--- src/design/image_rotate_nearest_assert.svh ---
// ----------------------------------------------------------------------------
// Assertion macros for the image rotation block
// Shared property forms, clocked on clk and held off while arst_n is low.
// ----------------------------------------------------------------------------
`ifndef IMAGE_ROTATE_NEAREST_ASSERT_SVH
`define IMAGE_ROTATE_NEAREST_ASSERT_SVH

// The consequent must hold in the same cycle as the antecedent.
`define IROT_ASSERT_HOLDS(lbl, ante, cons, msg) \
	lbl: assert property (@(posedge clk) disable iff (!arst_n) (ante) |-> (cons)) \
		else $error(msg);

// The consequent must hold in the cycle after the antecedent.
`define IROT_ASSERT_NEXT(lbl, ante, cons, msg) \
	lbl: assert property (@(posedge clk) disable iff (!arst_n) (ante) |=> (cons)) \
		else $error(msg);

`endif

--- src/design/irot_pkg.sv ---
// ----------------------------------------------------------------------------
// irot_pkg
// Types, widths and codes shared by the image rotation block.
// ----------------------------------------------------------------------------
package irot_pkg;

	localparam int DIM_W        = 10;
	localparam int DEST_W       = 11;
	localparam int TRIG_W       = 16;
	localparam int CH_W         = 3;
	localparam int PIX_W        = 32;
	localparam int TRIG_FRAC    = 14;
	localparam int SAMPLE_SHIFT = TRIG_FRAC + 1;
	localparam int AREA_W       = 2 * DIM_W;
	localparam int DELTA_W      = DEST_W + 2;
	localparam int PROD_W       = DELTA_W + TRIG_W;
	localparam int COORD_W      = PROD_W + 1;
	localparam int RESET_DIM    = 512;

	localparam int DEF_MAX_SRC_WIDTH  = 512;
	localparam int DEF_MAX_SRC_HEIGHT = 512;
	localparam int DEF_DEPTH          = DEF_MAX_SRC_WIDTH * DEF_MAX_SRC_HEIGHT;
	localparam int DEF_ADDR_W         = $clog2(DEF_DEPTH);

	localparam int CFG_IDX_W  = 3;
	localparam int CFG_DATA_W = 16;

	localparam logic [CFG_IDX_W-1:0] REG_SRC_WIDTH     = 3'd0;
	localparam logic [CFG_IDX_W-1:0] REG_SRC_HEIGHT    = 3'd1;
	localparam logic [CFG_IDX_W-1:0] REG_ROTATION_COS  = 3'd2;
	localparam logic [CFG_IDX_W-1:0] REG_ROTATION_SIN  = 3'd3;
	localparam logic [CFG_IDX_W-1:0] REG_CHANNEL_COUNT = 3'd4;

	localparam logic OP_LOAD = 1'b0;
	localparam logic OP_EMIT = 1'b1;

	localparam logic [CH_W-1:0]         CH_RGBA  = 3'd4;
	localparam logic [PIX_W-1:0]        RGB_MASK = 32'h00FF_FFFF;
	localparam logic signed [TRIG_W-1:0] TRIG_ONE = 16'sd16384;

	typedef struct packed {
		logic             opcode;
		logic [PIX_W-1:0] pixel_in;
	} cmd_t;

	typedef struct packed {
		logic [PIX_W-1:0] pixel_out;
		logic [DIM_W-1:0] out_x;
		logic [DIM_W-1:0] out_y;
		logic             covered;
		logic             frame_last;
	} result_t;

	typedef struct packed {
		logic [DIM_W-1:0]         src_width;
		logic [DIM_W-1:0]         src_height;
		logic signed [TRIG_W-1:0] rotation_cos;
		logic signed [TRIG_W-1:0] rotation_sin;
		logic                     alpha_en;
	} cfg_t;

	typedef struct packed {
		logic [DEST_W-1:0] dest_width;
		logic [DEST_W-1:0] dest_height;
		logic [AREA_W-1:0] area;
	} dims_t;

	typedef struct packed {
		logic             emit;
		logic [DIM_W-1:0] out_x;
		logic [DIM_W-1:0] out_y;
		logic             last;
		logic             covered;
	} meta_t;

	typedef struct packed {
		logic wr;
		logic rd;
	} mreq_t;

endpackage

--- src/design/irot_size.sv ---
// ----------------------------------------------------------------------------
// irot_size
// Output frame size unit: bounding box of the rotated source, two stages.
// ----------------------------------------------------------------------------
module irot_size (
	input  logic            clk,
	input  logic            arst_n,
	input  logic            go,
	input  irot_pkg::cfg_t  cfg,
	output logic            busy,
	output irot_pkg::dims_t dims
);

	localparam int MAGP_W = irot_pkg::DIM_W + irot_pkg::TRIG_W - 1;
	localparam int SUM_W  = MAGP_W + 1;
	localparam logic [SUM_W-1:0] HALF = SUM_W'(1) << (irot_pkg::TRIG_FRAC - 1);

	function automatic logic [irot_pkg::TRIG_W-2:0] trig_mag(
		input logic signed [irot_pkg::TRIG_W-1:0] t
	);
		logic [irot_pkg::TRIG_W-1:0] m;
		m = t[irot_pkg::TRIG_W-1] ? -t : t;
		return m[irot_pkg::TRIG_W-2:0];
	endfunction

	function automatic logic [irot_pkg::DEST_W-1:0] round_size(
		input logic [MAGP_W-1:0] a,
		input logic [MAGP_W-1:0] b
	);
		logic [SUM_W-1:0]            s;
		logic [irot_pkg::DEST_W-1:0] r;
		s = SUM_W'(a) + SUM_W'(b) + HALF;
		r = irot_pkg::DEST_W'(s >> irot_pkg::TRIG_FRAC);
		return (r == '0) ? irot_pkg::DEST_W'(1) : r;
	endfunction

	logic go_q;
	logic v_s1;
	logic [MAGP_W-1:0]           wc_s1, hs_s1, ws_s1, hc_s1;
	logic [irot_pkg::AREA_W-1:0] area_s1;
	logic [irot_pkg::TRIG_W-2:0] ac, as;
	irot_pkg::dims_t             dims_q;

	assign ac = trig_mag(cfg.rotation_cos);
	assign as = trig_mag(cfg.rotation_sin);

	// go_q comes out of reset set so the reset registers get their sizes.
	always_ff @(posedge clk or negedge arst_n) begin
		if (!arst_n) begin
			go_q <= 1'b1;
			v_s1 <= 1'b0;
		end else begin
			go_q <= go;
			v_s1 <= go_q;
		end
	end

	always_ff @(posedge clk) begin
		if (go_q) begin
			wc_s1   <= MAGP_W'(cfg.src_width) * MAGP_W'(ac);
			hs_s1   <= MAGP_W'(cfg.src_height) * MAGP_W'(as);
			ws_s1   <= MAGP_W'(cfg.src_width) * MAGP_W'(as);
			hc_s1   <= MAGP_W'(cfg.src_height) * MAGP_W'(ac);
			area_s1 <= irot_pkg::AREA_W'(cfg.src_width) * irot_pkg::AREA_W'(cfg.src_height);
		end
		if (v_s1) begin
			dims_q.dest_width  <= round_size(wc_s1, hs_s1);
			dims_q.dest_height <= round_size(ws_s1, hc_s1);
			dims_q.area        <= area_s1;
		end
	end

	assign busy = go_q | v_s1;
	assign dims = dims_q;

endmodule

--- config.mk ---
export PLATFORM = sky130hd
export DESIGN_NAME = irot_size
export DESIGN_NICKNAME = d
export VERILOG_FILES = /design/src/design/image_rotate_nearest_assert.svh /design/src/design/irot_pkg.sv /design/src/design/irot_size.sv
export SDC_FILE = /design/constraint.sdc
export NUM_CORES = 2
export LEC_CHECK = 0
export BUFFER_PORTS_ARGS = -buffer_cell sky130_fd_sc_hd__buf_2
export CORE_ASPECT_RATIO = 1.1
export CORE_MARGIN = 2
export CORE_UTILIZATION = 30
export CTS_CLUSTER_SIZE = 10
export DETAILED_ROUTE_END_ITERATION = 6
export HOLD_SLACK_MARGIN = 0.05
export PLACE_DENSITY = 0.53
export REMOVE_ABC_BUFFERS = 1
export SLEW_MARGIN = 20
export SYNTH_ARGS = -nofsm -noshare
export SYNTH_HDL_FRONTEND = slang
export SYNTH_SLANG_ARGS = --single-unit
--- constraint.sdc ---
create_clock -name clk -period 4.2 [get_ports clk]
set_input_delay 0 -clock clk [delete_from_list [all_inputs] [get_ports clk]]
set_output_delay 0 -clock clk [all_outputs]
set_load 0.1 [all_outputs]
==> impl_metrics.yaml <==
clocking:
  cts_buffer_depth: 2
  cts_sinks: 164
  root_buffer: "clkbuf_16"
  clk_pin_slew_ns: 0.08
  cts_buffers: 17
  cts_tree: "yes"
  worstSkewPairLatency_ns: 0.51
  cts_htree_levels: 4
timing:
  finClkSkew_ns: 0.0284
  finalSetupViolCount: 72
  worst_pin_slew_ns: 0.700
  fmax_mhz: 176
  rsz0062_at_grt: "yes"
  slew_headroom: 0.533
  maxSlewViolCount: 0
  finalHoldViolations: 0
  fin_crit_ns: 5.70
  fin_crit_sh: 1.36
  fin_ws_ns: -1.50
synthesis:
  synth_top_cell_by_area: "fa_1"
  synth_xor_area_frac: 0.0417
  synth-edff-count: 162
  ys_ff_latch: 164
  yosysSeqAreaShare: 0.165
  syn-cell-area_sq_mm: 0.0298
  synth_cell_types: 72
  synth_area_leaders: "fa_1 32%, edfxtp_1 16%, ha_1 16%, and2_1 7.9%, inv_1 6.4%"
  synth-simple-area-share: 0.161
  synth_flop_cell: "edfxtp_1"
  muxShareOfSynthArea: 0.000335
  synth-adder-area-share: 0.477
  synth_top_cell_area_share: 0.315
  avgSynthCellArea_sq_um: 9.68
  syn_inst: 3084
  yosys_warnings: 0
  synth_top_family_by_area: "adder cells"
  async_flop_share: 0.0122
  synth_compound_area_frac: 0.0731
setup_path:
  crit_top_cell: "fa_1"
  cp-start-kind: "input pin"
  worstPathMaxFanout: 4
  cp_data_arrival_time_ns: 5.95
  path_class: "input pin to register"
  worst_setup_path_end_kind: "register"
  critPathMaxStageDelay_ns: 0.57
  critPathSlowestCell: "fa_1"
  required_ns: 4.45
outcome:
  violations: "setup timing"
  status: "finished, violations left"
die:
  start_util: 0.302
  pin_count: 99
  core_sq_mm: 0.0989
  die_w_um: 305
  rows: 121
  dieArea_sq_mm: 0.102
  die_h_um: 335
final_layout:
  nNetsFinal: 4562
  synthToLayoutAreaGrowth_pct: 34.8
  drive_above_1_share: 0.312
  post-route-util: 0.407
placed_design:
  place_congestion: 0.825
  dpl.hpwl_um: 65400
  io_buffers: 97
global_routing:
  grtUsageTotal: 0.165
  grt_pass1_vias: 24200
  grt_first_pass_wirelength_um: 132000
  grt_remaining_overflow: 0
  antenna_found_initial: 5
  grt_max_degree: 59
route:
  via_per_inst: 4.67
  first_pass_iters: 5
  drt_iter0_drc: 860
  wl_per_cell_um: 17.1
  antenna_left: 0
  wirelength_um: 84700
  vias: 23100
  route.detailed.drc: 0
hold_path:
  hold_path.class: "input pin to register"
flow_run:
  drv_cap: 0
-- worst max-delay path: cells and delay by family --
kind	cells	cell delay, ns
AO/OA/AOI/OAI	6	1.34
adder cells (fa/ha/maj)	6	2.73
buffers and inverters	6	0.69
AND/OR/NAND/NOR	8	0.99
XOR/XNOR	1	0.18
-- placed cells by master (no fill, tap or decap), types with 24 or more instances in the layout --
| cell type | count |
|---|---|
| buf_4 | 437 |
| buf_12 | 31 |
| xor2_1 | 24 |
| ha_4 | 54 |
| inv_1 | 453 |
| ha_1 | 329 |
| buf_2 | 76 |
| fa_1 | 460 |
| inv_2 | 51 |
| nand2_1 | 328 |
| a21oi_1 | 42 |
| buf_6 | 115 |
| a21o_1 | 28 |
| a21oi_2 | 34 |
| and2_1 | 367 |
| nor2_1 | 46 |
| xnor2_1 | 79 |
| edfxtp_1 | 162 |
| nand2_2 | 40 |
-- metrics by stage --
step / hold WS [ns] / cell area [sq um] / std cells / TNS, ns / setup WS (ns)
2_1_floorplan: -0.296 / 29300 / 2941 / -95.83 / -2.10
3_3_place_gp: -0.149 / 35000 / 4787 / -142.72 / -2.42
5_1_grt: 0.148 / 40200 / 4954 / -83.88 / -1.73
6_report: 0.156 / 40200 / 4954 / -70.68 / -1.50
3_5_place_dp: -0.152 / 35000 / 4787 / -143.87 / -2.49
4_1_cts: 0.117 / 38000 / 4879 / -67.61 / -1.55
-- cell usage after synthesis, drive strengths merged, types with 7 or more instances --
cell / n
nand4: 7
nand3: 23
a211oi: 20
xnor2: 112
clkbuf: 143
xor2: 30
o21bai: 17
nor3: 26
nor2: 60
o41ai: 9
nand2b: 12
inv: 509
nor2b: 16
or3: 9
a21oi: 90
o31ai: 16
o211ai: 10
nand2: 385
a21o: 28
and3: 13
o21a: 19
or2: 10
and2: 378
ha: 387
fa: 470
o21ai: 54
edfxtp: 162
-- cell type report --
cell class / count / area [sq um]
fill: 9600 / 58600
multi-input combinational: 2268 / 25100
timing repair buffer: 689 / 6080
sequential: 164 / 4920
inverter: 509 / 1930
tap: 1291 / 1620
clock buffer: 17 / 425
clock inverter: 15 / 148
antenna: 1 / 2.50
-- worst paths after layout --
check	startpoint	to	slack [ns]	cells past startpoint
setup / recovery	cfg[4]	hs_s1[20]$_DFFE_PP_	-1.50	27
hold / removal	cfg[43]	area_s1[0]$_DFFE_PP_	0.16	3
setup reg to reg	ws_s1[3]$_DFFE_PP_	dims[20]$_SDFFCE_PN1P_	0.56	11
hold reg to reg	area_s1[11]$_DFFE_PP_	dims[11]$_DFFE_PP_	0.40	0
max in group asynchronous	arst_n	v_s1$_DFF_PN0_	3.05	4
min in group asynchronous	arst_n	go_q$_DFF_PN1_	0.56	3
-- registers in the layout, indices dropped and copies added (netlist names) --
signal	cells
dims	42
hc_s1	25
hs_s1	25
wc_s1	25
ws_s1	25
area_s1	20
go_q	1
v_s1	1
-- cells by family (layout without fill, tap and decap cells) --
family,Yosys count,count (layout)
AND/OR/NAND/NOR,950,950
adder cells (fa/ha/maj),857,857
buffers and inverters,652,1230
AO/OA/AOI/OAI,318,318
flip-flops,164,164
XOR/XNOR,142,142
multiplexers,1,1
other,0,1
-- routing by layer --
| metal | track usage | wire (um) | vias up |
|---|---|---|---|
| li1 | - | - | 10900 |
| met3 | 0.0145 | 2170 | 90 |
| met1 | 0.208 | 36100 | 11800 |
| met4 | 0.0562 | 2940 | 0 |
| met2 | 0.297 | 43400 | 336 |
| met5 | 0 | 0 | - |
-- what timing repair did --
item | 4_1_cts | 5_1_grt
hold buffers | 4 | 0
setup endpoints to repair | 84 | 85
resized for setup | 392 | 386
cloned | 3 | 5
endpoints found under the hold margin | 3 | 0
setup buffers | 65 | 88
pin swaps | 232 | 231
Power is not shown: default switching activity piles up to over one toggle a cycle in this logic, so the estimate is an artifact.
