## src/design/image_rotate_nearest_assert.svh

```systemverilog
// ----------------------------------------------------------------------------
// Assertion macros for the image rotation block
// Shared property forms, clocked on clk and held off while arst_n is low.
// ----------------------------------------------------------------------------
`ifndef IMAGE_ROTATE_NEAREST_ASSERT_SVH
`define IMAGE_ROTATE_NEAREST_ASSERT_SVH

// The consequent must hold in the same cycle as the antecedent.
`define IROT_ASSERT_HOLDS(lbl, ante, cons, msg) \
	lbl: assert property (@(posedge clk) disable iff (!arst_n) (ante) |-> (cons)) \
		else $error(msg);

// The consequent must hold in the cycle after the antecedent.
`define IROT_ASSERT_NEXT(lbl, ante, cons, msg) \
	lbl: assert property (@(posedge clk) disable iff (!arst_n) (ante) |=> (cons)) \
		else $error(msg);

`endif

```

## src/design/irot_pkg.sv

```systemverilog
// ----------------------------------------------------------------------------
// irot_pkg
// Types, widths and codes shared by the image rotation block.
// ----------------------------------------------------------------------------
package irot_pkg;

	localparam int DIM_W        = 10;
	localparam int DEST_W       = 11;
	localparam int TRIG_W       = 16;
	localparam int CH_W         = 3;
	localparam int PIX_W        = 32;
	localparam int TRIG_FRAC    = 14;
	localparam int SAMPLE_SHIFT = TRIG_FRAC + 1;
	localparam int AREA_W       = 2 * DIM_W;
	localparam int DELTA_W      = DEST_W + 2;
	localparam int PROD_W       = DELTA_W + TRIG_W;
	localparam int COORD_W      = PROD_W + 1;
	localparam int RESET_DIM    = 512;

	localparam int DEF_MAX_SRC_WIDTH  = 512;
	localparam int DEF_MAX_SRC_HEIGHT = 512;
	localparam int DEF_DEPTH          = DEF_MAX_SRC_WIDTH * DEF_MAX_SRC_HEIGHT;
	localparam int DEF_ADDR_W         = $clog2(DEF_DEPTH);

	localparam int CFG_IDX_W  = 3;
	localparam int CFG_DATA_W = 16;

	localparam logic [CFG_IDX_W-1:0] REG_SRC_WIDTH     = 3'd0;
	localparam logic [CFG_IDX_W-1:0] REG_SRC_HEIGHT    = 3'd1;
	localparam logic [CFG_IDX_W-1:0] REG_ROTATION_COS  = 3'd2;
	localparam logic [CFG_IDX_W-1:0] REG_ROTATION_SIN  = 3'd3;
	localparam logic [CFG_IDX_W-1:0] REG_CHANNEL_COUNT = 3'd4;

	localparam logic OP_LOAD = 1'b0;
	localparam logic OP_EMIT = 1'b1;

	localparam logic [CH_W-1:0]         CH_RGBA  = 3'd4;
	localparam logic [PIX_W-1:0]        RGB_MASK = 32'h00FF_FFFF;
	localparam logic signed [TRIG_W-1:0] TRIG_ONE = 16'sd16384;

	typedef struct packed {
		logic             opcode;
		logic [PIX_W-1:0] pixel_in;
	} cmd_t;

	typedef struct packed {
		logic [PIX_W-1:0] pixel_out;
		logic [DIM_W-1:0] out_x;
		logic [DIM_W-1:0] out_y;
		logic             covered;
		logic             frame_last;
	} result_t;

	typedef struct packed {
		logic [DIM_W-1:0]         src_width;
		logic [DIM_W-1:0]         src_height;
		logic signed [TRIG_W-1:0] rotation_cos;
		logic signed [TRIG_W-1:0] rotation_sin;
		logic                     alpha_en;
	} cfg_t;

	typedef struct packed {
		logic [DEST_W-1:0] dest_width;
		logic [DEST_W-1:0] dest_height;
		logic [AREA_W-1:0] area;
	} dims_t;

	typedef struct packed {
		logic             emit;
		logic [DIM_W-1:0] out_x;
		logic [DIM_W-1:0] out_y;
		logic             last;
		logic             covered;
	} meta_t;

	typedef struct packed {
		logic wr;
		logic rd;
	} mreq_t;

endpackage

```

## src/design/irot_map.sv

```systemverilog
// ----------------------------------------------------------------------------
// irot_map
// Inverse mapping pipeline: output pixel to source address, five stages.
// Loads ride the same stages so every store access keeps command order.
// ----------------------------------------------------------------------------
module irot_map #(
	parameter int ADDR_W = irot_pkg::DEF_ADDR_W
) (
	input  logic                          clk,
	input  logic                          arst_n,
	input  logic                          acc,
	input  irot_pkg::meta_t               meta_in,
	input  logic [irot_pkg::DEST_W-1:0]   x,
	input  logic [irot_pkg::DEST_W-1:0]   y,
	input  logic [irot_pkg::PIX_W-1:0]    pixel,
	input  logic [ADDR_W-1:0]             load_addr,
	input  irot_pkg::cfg_t                cfg,
	input  irot_pkg::dims_t               dims,
	output irot_pkg::mreq_t               mreq,
	output logic [ADDR_W-1:0]             addr,
	output logic [irot_pkg::PIX_W-1:0]    wdata,
	output irot_pkg::meta_t               meta_out,
	output logic                          meta_vld
);

	localparam int DW    = irot_pkg::DELTA_W;
	localparam int PW    = irot_pkg::PROD_W;
	localparam int CW    = irot_pkg::COORD_W;
	localparam int SS    = irot_pkg::SAMPLE_SHIFT;
	localparam int INT_W = CW - 1 - SS;
	localparam int AW    = irot_pkg::AREA_W;

	logic v_s1, v_s2, v_s3, v_s4, v_s5;
	irot_pkg::meta_t meta_s1, meta_s2, meta_s3, meta_s4, meta_s5;
	logic [irot_pkg::PIX_W-1:0] pix_s1, pix_s2, pix_s3, pix_s4, pix_s5;
	logic [ADDR_W-1:0]          la_s1, la_s2, la_s3, la_s4, addr_s5;
	logic signed [DW-1:0]       dx_c, dy_c, dx_s1, dy_s1;
	logic signed [PW-1:0]       pxc_s2, pys_s2, pxs_s2, pyc_s2;
	logic signed [CW-1:0]       offx_c, offy_c, vx_s3, vy_s3;
	logic                       covx_c, covy_c, cov_s4;
	logic [irot_pkg::DIM_W-1:0] ix_s4, iy_s4;
	irot_pkg::mreq_t            mreq_s5;

	// Centered, doubled coordinates: 2x - Dw and 2y - Dh.
	assign dx_c = $signed({1'b0, x, 1'b0}) - $signed({2'b00, dims.dest_width});
	assign dy_c = $signed({1'b0, y, 1'b0}) - $signed({2'b00, dims.dest_height});

	assign offx_c = $signed(CW'({cfg.src_width, {irot_pkg::TRIG_FRAC{1'b0}}}));
	assign offy_c = $signed(CW'({cfg.src_height, {irot_pkg::TRIG_FRAC{1'b0}}}));

	// The source coordinate is in Q15; its integer part is the sample index.
	assign covx_c = !vx_s3[CW-1] && (vx_s3[CW-2:SS] < INT_W'(cfg.src_width));
	assign covy_c = !vy_s3[CW-1] && (vy_s3[CW-2:SS] < INT_W'(cfg.src_height));

	always_ff @(posedge clk or negedge arst_n) begin
		if (!arst_n) begin
			v_s1    <= 1'b0;
			v_s2    <= 1'b0;
			v_s3    <= 1'b0;
			v_s4    <= 1'b0;
			v_s5    <= 1'b0;
			mreq_s5 <= '0;
		end else begin
			v_s1       <= acc;
			v_s2       <= v_s1;
			v_s3       <= v_s2;
			v_s4       <= v_s3;
			v_s5       <= v_s4;
			mreq_s5.wr <= v_s4 && !meta_s4.emit;
			mreq_s5.rd <= v_s4 && meta_s4.emit && cov_s4;
		end
	end

	always_ff @(posedge clk) begin
		meta_s1 <= meta_in;
		dx_s1   <= dx_c;
		dy_s1   <= dy_c;
		pix_s1  <= pixel;
		la_s1   <= load_addr;

		meta_s2 <= meta_s1;
		pxc_s2  <= PW'(dx_s1) * PW'(cfg.rotation_cos);
		pys_s2  <= PW'(dy_s1) * PW'(cfg.rotation_sin);
		pxs_s2  <= PW'(dx_s1) * PW'(cfg.rotation_sin);
		pyc_s2  <= PW'(dy_s1) * PW'(cfg.rotation_cos);
		pix_s2  <= pix_s1;
		la_s2   <= la_s1;

		meta_s3 <= meta_s2;
		vx_s3   <= CW'(pxc_s2) + CW'(pys_s2) + offx_c;
		vy_s3   <= CW'(pyc_s2) - CW'(pxs_s2) + offy_c;
		pix_s3  <= pix_s2;
		la_s3   <= la_s2;

		meta_s4 <= meta_s3;
		cov_s4  <= covx_c && covy_c;
		ix_s4   <= vx_s3[SS +: irot_pkg::DIM_W];
		iy_s4   <= vy_s3[SS +: irot_pkg::DIM_W];
		pix_s4  <= pix_s3;
		la_s4   <= la_s3;

		// The coverage found in stage four replaces the incoming flag.
		meta_s5 <= {meta_s4.emit, meta_s4.out_x, meta_s4.out_y, meta_s4.last, cov_s4};
		pix_s5  <= pix_s4;
		if (meta_s4.emit) begin
			addr_s5 <= ADDR_W'(AW'(iy_s4) * AW'(cfg.src_width) + AW'(ix_s4));
		end else begin
			addr_s5 <= la_s4;
		end
	end

	assign mreq     = mreq_s5;
	assign addr     = addr_s5;
	assign wdata    = pix_s5;
	assign meta_out = meta_s5;
	assign meta_vld = v_s5;

endmodule

```

## config.mk

```make
export PLATFORM = sky130hd
export DESIGN_NAME = irot_map
export DESIGN_NICKNAME = d
export VERILOG_FILES = /design/src/design/image_rotate_nearest_assert.svh /design/src/design/irot_pkg.sv /design/src/design/irot_map.sv
export SDC_FILE = /design/constraint.sdc
export NUM_CORES = 2
export LEC_CHECK = 0
export BUFFER_PORTS_ARGS = -buffer_cell sky130_fd_sc_hd__buf_2
export CAP_MARGIN = 20
export CORE_MARGIN = 8
export CORE_UTILIZATION = 49
export DETAILED_ROUTE_END_ITERATION = 10
export PLACE_DENSITY = 0.66
export SYNTH_ARGS = -nofsm -noshare
export SYNTH_HDL_FRONTEND = slang
export SYNTH_SLANG_ARGS = --single-unit
```

## constraint.sdc

```tcl
create_clock -name clk -period 5.65 [get_ports clk]
set_clock_uncertainty 0.2 [all_clocks]
set_input_delay 0.2825 -clock clk [delete_from_list [all_inputs] [get_ports clk]]
set_output_delay 0.2825 -clock clk [all_outputs]
set_load 0.01 [all_outputs]
```

==> out/summary.txt <==
Status: complete, but fails checks
Failing checks: negative setup slack
CTS tree: done
Post-synth EDFFs: 0
Layout cells sized above 1: 22.11%
Fill cells: 7924
Final Wtd Congestion: 0.9231
Worst-path maximum fanout: 3
Worst reg2reg path depth: 21
Clk_lat worst skew: 0.67 ns
DRC: 0
Syn Nets: 6418
Hpwl dp: 101.2 mm
RSZ-0062 raised after global routing: yes
Largest net degree at the start of global routing: 25
Most common cell after layout, fill and taps aside: inv_1
CTS Sinks: 561
Total CTS buffers: 60
Vias: 35.22k
Post-Syn Area: 0.04900 mm2
Hold EP: pix_s1[2]
Hold Crit Depth: 2
Unique masters post-synth: 64
Final setup vio count: 35
Core Area: 0.09957 mm2
Initial antenna violation count: 9
Post-synth top area share: 35.66%
Storage cell area: 0.01132 mm2
Crit-path slowest cell: fa_1
Gr ovfl total: 0
Slew headroom: 45.91%
Critical Path Start: dy_s1[3]
Synth top area cells: fa_1 (36%), dfxtp_1 (23%), ha_1 (12%), inv_1 (7.9%), and2_1 (4.8%)
Number of core rows: 116
Reg2reg setup slack: -0.50 ns
Initial Utilization: 49.22%
Worst Setup End Kind: flop
PortBufs: 246
Total die area: 0.1104 mm2
Nets@finish: 7280
Worst slack, placed: -0.6028 ns
Synth Area in Simple Gates: 12.51%
Die X-Extent: 332.2 um
Avg Cell Area, Syn: 10.04 um2
Compound-Gate Fraction of Synth Area: 4.629%
Routed Antenna Nets: 0
Global Route Usage Sum: 22.88%
Worst-path clk slew: 0.07 ns
Vias in the first global route: 39.10k
XOR/XNOR share of the synthesized area: 2.824%
Top-level I/O count: 269
Asr flop ratio synth: 1.248%
DR iter-0 viols: 1505
Global-route wire length before repair: 202.2 mm
Clock root buffer: clkbuf_16
Register area share after synthesis: 22.99%
Die Span Y: 332.2 um
Mux cell area share after synthesis: 0.2502%
H-tree levels: 2
WP data required: 6.05 ns
Footprint of the multi-input gates: 0.03518 mm2
Data arrival, critical path: 6.55 ns
Most used cell, CP: fa_1
Longest Clk Path Bufs: 3
Final count of pins violating max slew: 0
Critical Path Source Type: flop
Setup WS post-layout: -0.5040 ns
Avg WL per Cell: 17.79 um
Top cell type by total area after synthesis: fa_1
Largest stage delay, worst path: 0.59 ns
Crit path time final: 6.154 ns
Critical path class: reg -> reg
Tightest Hold Check Type: in -> reg
Reg2Reg Launch Point: dy_s1[3]
Slew at the pin closest to its max-slew limit: 0.8044 ns
DR vias/cell: 4.963
Combinational family with the most area after synthesis: adder cells
Crit-path cells: buf_12 > and2_4 > fa_1 > inv_1 > fa_1 > inv_1 > fa_1 > fa_1 > fa_1 > fa_2 > ha_4 > and4_1 > o311a_1 > or3_4 > o311a_4 > o21ai_4 > buf_6 > buf_6 > nand2b_4 > a21oi_2 > xnor2_1
Hold Path Origin: pixel[2]
Warnings, synthesis: 0
Pre-Repair DR Iteration Count: 7
P&R area growth vs syn: 26.67%
#FFs+latches synth: 561
Adder-cell share of the synthesized area: 47.64%
Fmax: 0.1625 GHz
FF-to-FF End: pys_s2[21]
Routed wire length: 126.3 mm
Tcrit/Tclk final: 108.9%
Main synth FF type: dfxtp_1
Cells after Synth: 4883
Max-Cap Viols: 0
Most frequent cells in the layout: inv_1 (991), fa_1 (848), nand2_1 (547), dfxtp_1 (531), buf_4 (462)
Hold Vio Cnt, Final: 0
-- cell usage after synthesis, drive strengths merged, types with 13 or more instances --
library cell,instances
a21o,44
ha,469
o21a,18
clkbuf,166
dfxtp,554
or3,13
and2,377
a21boi,18
nand3,27
inv,1029
nand2,559
o21ai,79
nand2b,40
xor2,27
nor3,18
fa,873
nor2b,23
and3,19
a21oi,90
xnor2,131
o21bai,14
nor2,154
-- worst max-delay path: cells and delay by family, from the launching register on --
family / cells / cell delay [ns]
XOR/XNOR: 1 / 0.12
buffers and inverters: 5 / 0.46
flip-flops: 1 / 0.36
adder cells (fa/ha/maj): 7 / 3.32
AND/OR/NAND/NOR: 4 / 0.74
AO/OA/AOI/OAI: 4 / 0.86
-- through the flow --
step / hold WS [ns] / setup TNS, ns / std cells / cell area [um2] / util [%]
6_report: 0.04679 / -6.062 / 7097 / 62070 / 62.35
5_1_grt: 0.02148 / -12.74 / 7093 / 62060 / 62.34
4_1_cts: 0.001311 / -5.385 / 7058 / 60980 / 61.24
3_5_place_dp: -0.07162 / -14.52 / 6744 / 55610 / 55.85
3_3_place_gp: -0.07546 / -12.80 / 6744 / 55610 / 55.85
2_1_floorplan: -0.2131 / -0.3014 / 4883 / 49300 / -
-- layout make-up --
cell class | count | area share (%)
Timing Repair Buffer | 966 | 12.78
Multi-Input combinational cell | 3127 | 56.67
Inverter | 1029 | 6.232
Sequential cell | 561 | 18.24
Tap cell | 1298 | 2.616
Antenna cell | 5 | 0.02016
Clock inverter | 42 | 0.8949
Clock buffer | 69 | 2.554
-- worst max path at each step --
stage	end	slack, ns
after floorplan	pxs_s2[27]	-0.13
after global placement	pys_s2[27]	-0.55
after detailed placement	pxs_s2[27]	-0.60
after CTS	pys_s2[27]	-0.49
after global routing	pys_s2[27]	-0.63
final	pys_s2[21]	-0.50
-- repair_timing --
action / 4_1_cts / 5_1_grt
hold buffers: 149 / 0
endpoints found under the hold margin: 110 / 0
gates cloned: 4 / 0
setup endpoints to repair: 48 / 59
setup buffers: 59 / 54
pin swaps: 195 / 225
resized for setup: 255 / 201
-- layer usage --
| metal | wire, um | up-vias | part of all wire [%] | GRT usage [%] |
|---|---|---|---|---|
| li1 | - | 16400 | - | - |
| met1 | 50640 | 17600 | 40 | 26.97 |
| met2 | 62900 | 940 | 50 | 41.41 |
| met3 | 8096 | 279 | 6.4 | 4.752 |
| met4 | 4620 | 2 | 3.7 | 7.506 |
| met5 | 13 | - | 0.010 | 0 |
-- state kept, by name, indices dropped and copies added (netlist names), 22 cells and up --
name and flops:
meta_s2 22, pxs_s2 29, meta_s3 22, meta_s4 22, pxc_s2 29, pix_s4 32, pys_s2 29, meta_out 23
pix_s2 32, pix_s1 32, pix_s3 32, meta_s1 22, pyc_s2 29, wdata 32
-- kinds of logic after synthesis --
group / after synthesis
muxes: 11
adders and majority gates: 1342
DFF: 561
AOI/OAI and AO/OA: 349
buffers and inverters: 1195
and+or+nand+nor: 1267
xor gates and xnor gates: 158
Power is not shown: default switching activity piles up to over one toggle a cycle in this logic, so the estimate is an artifact.
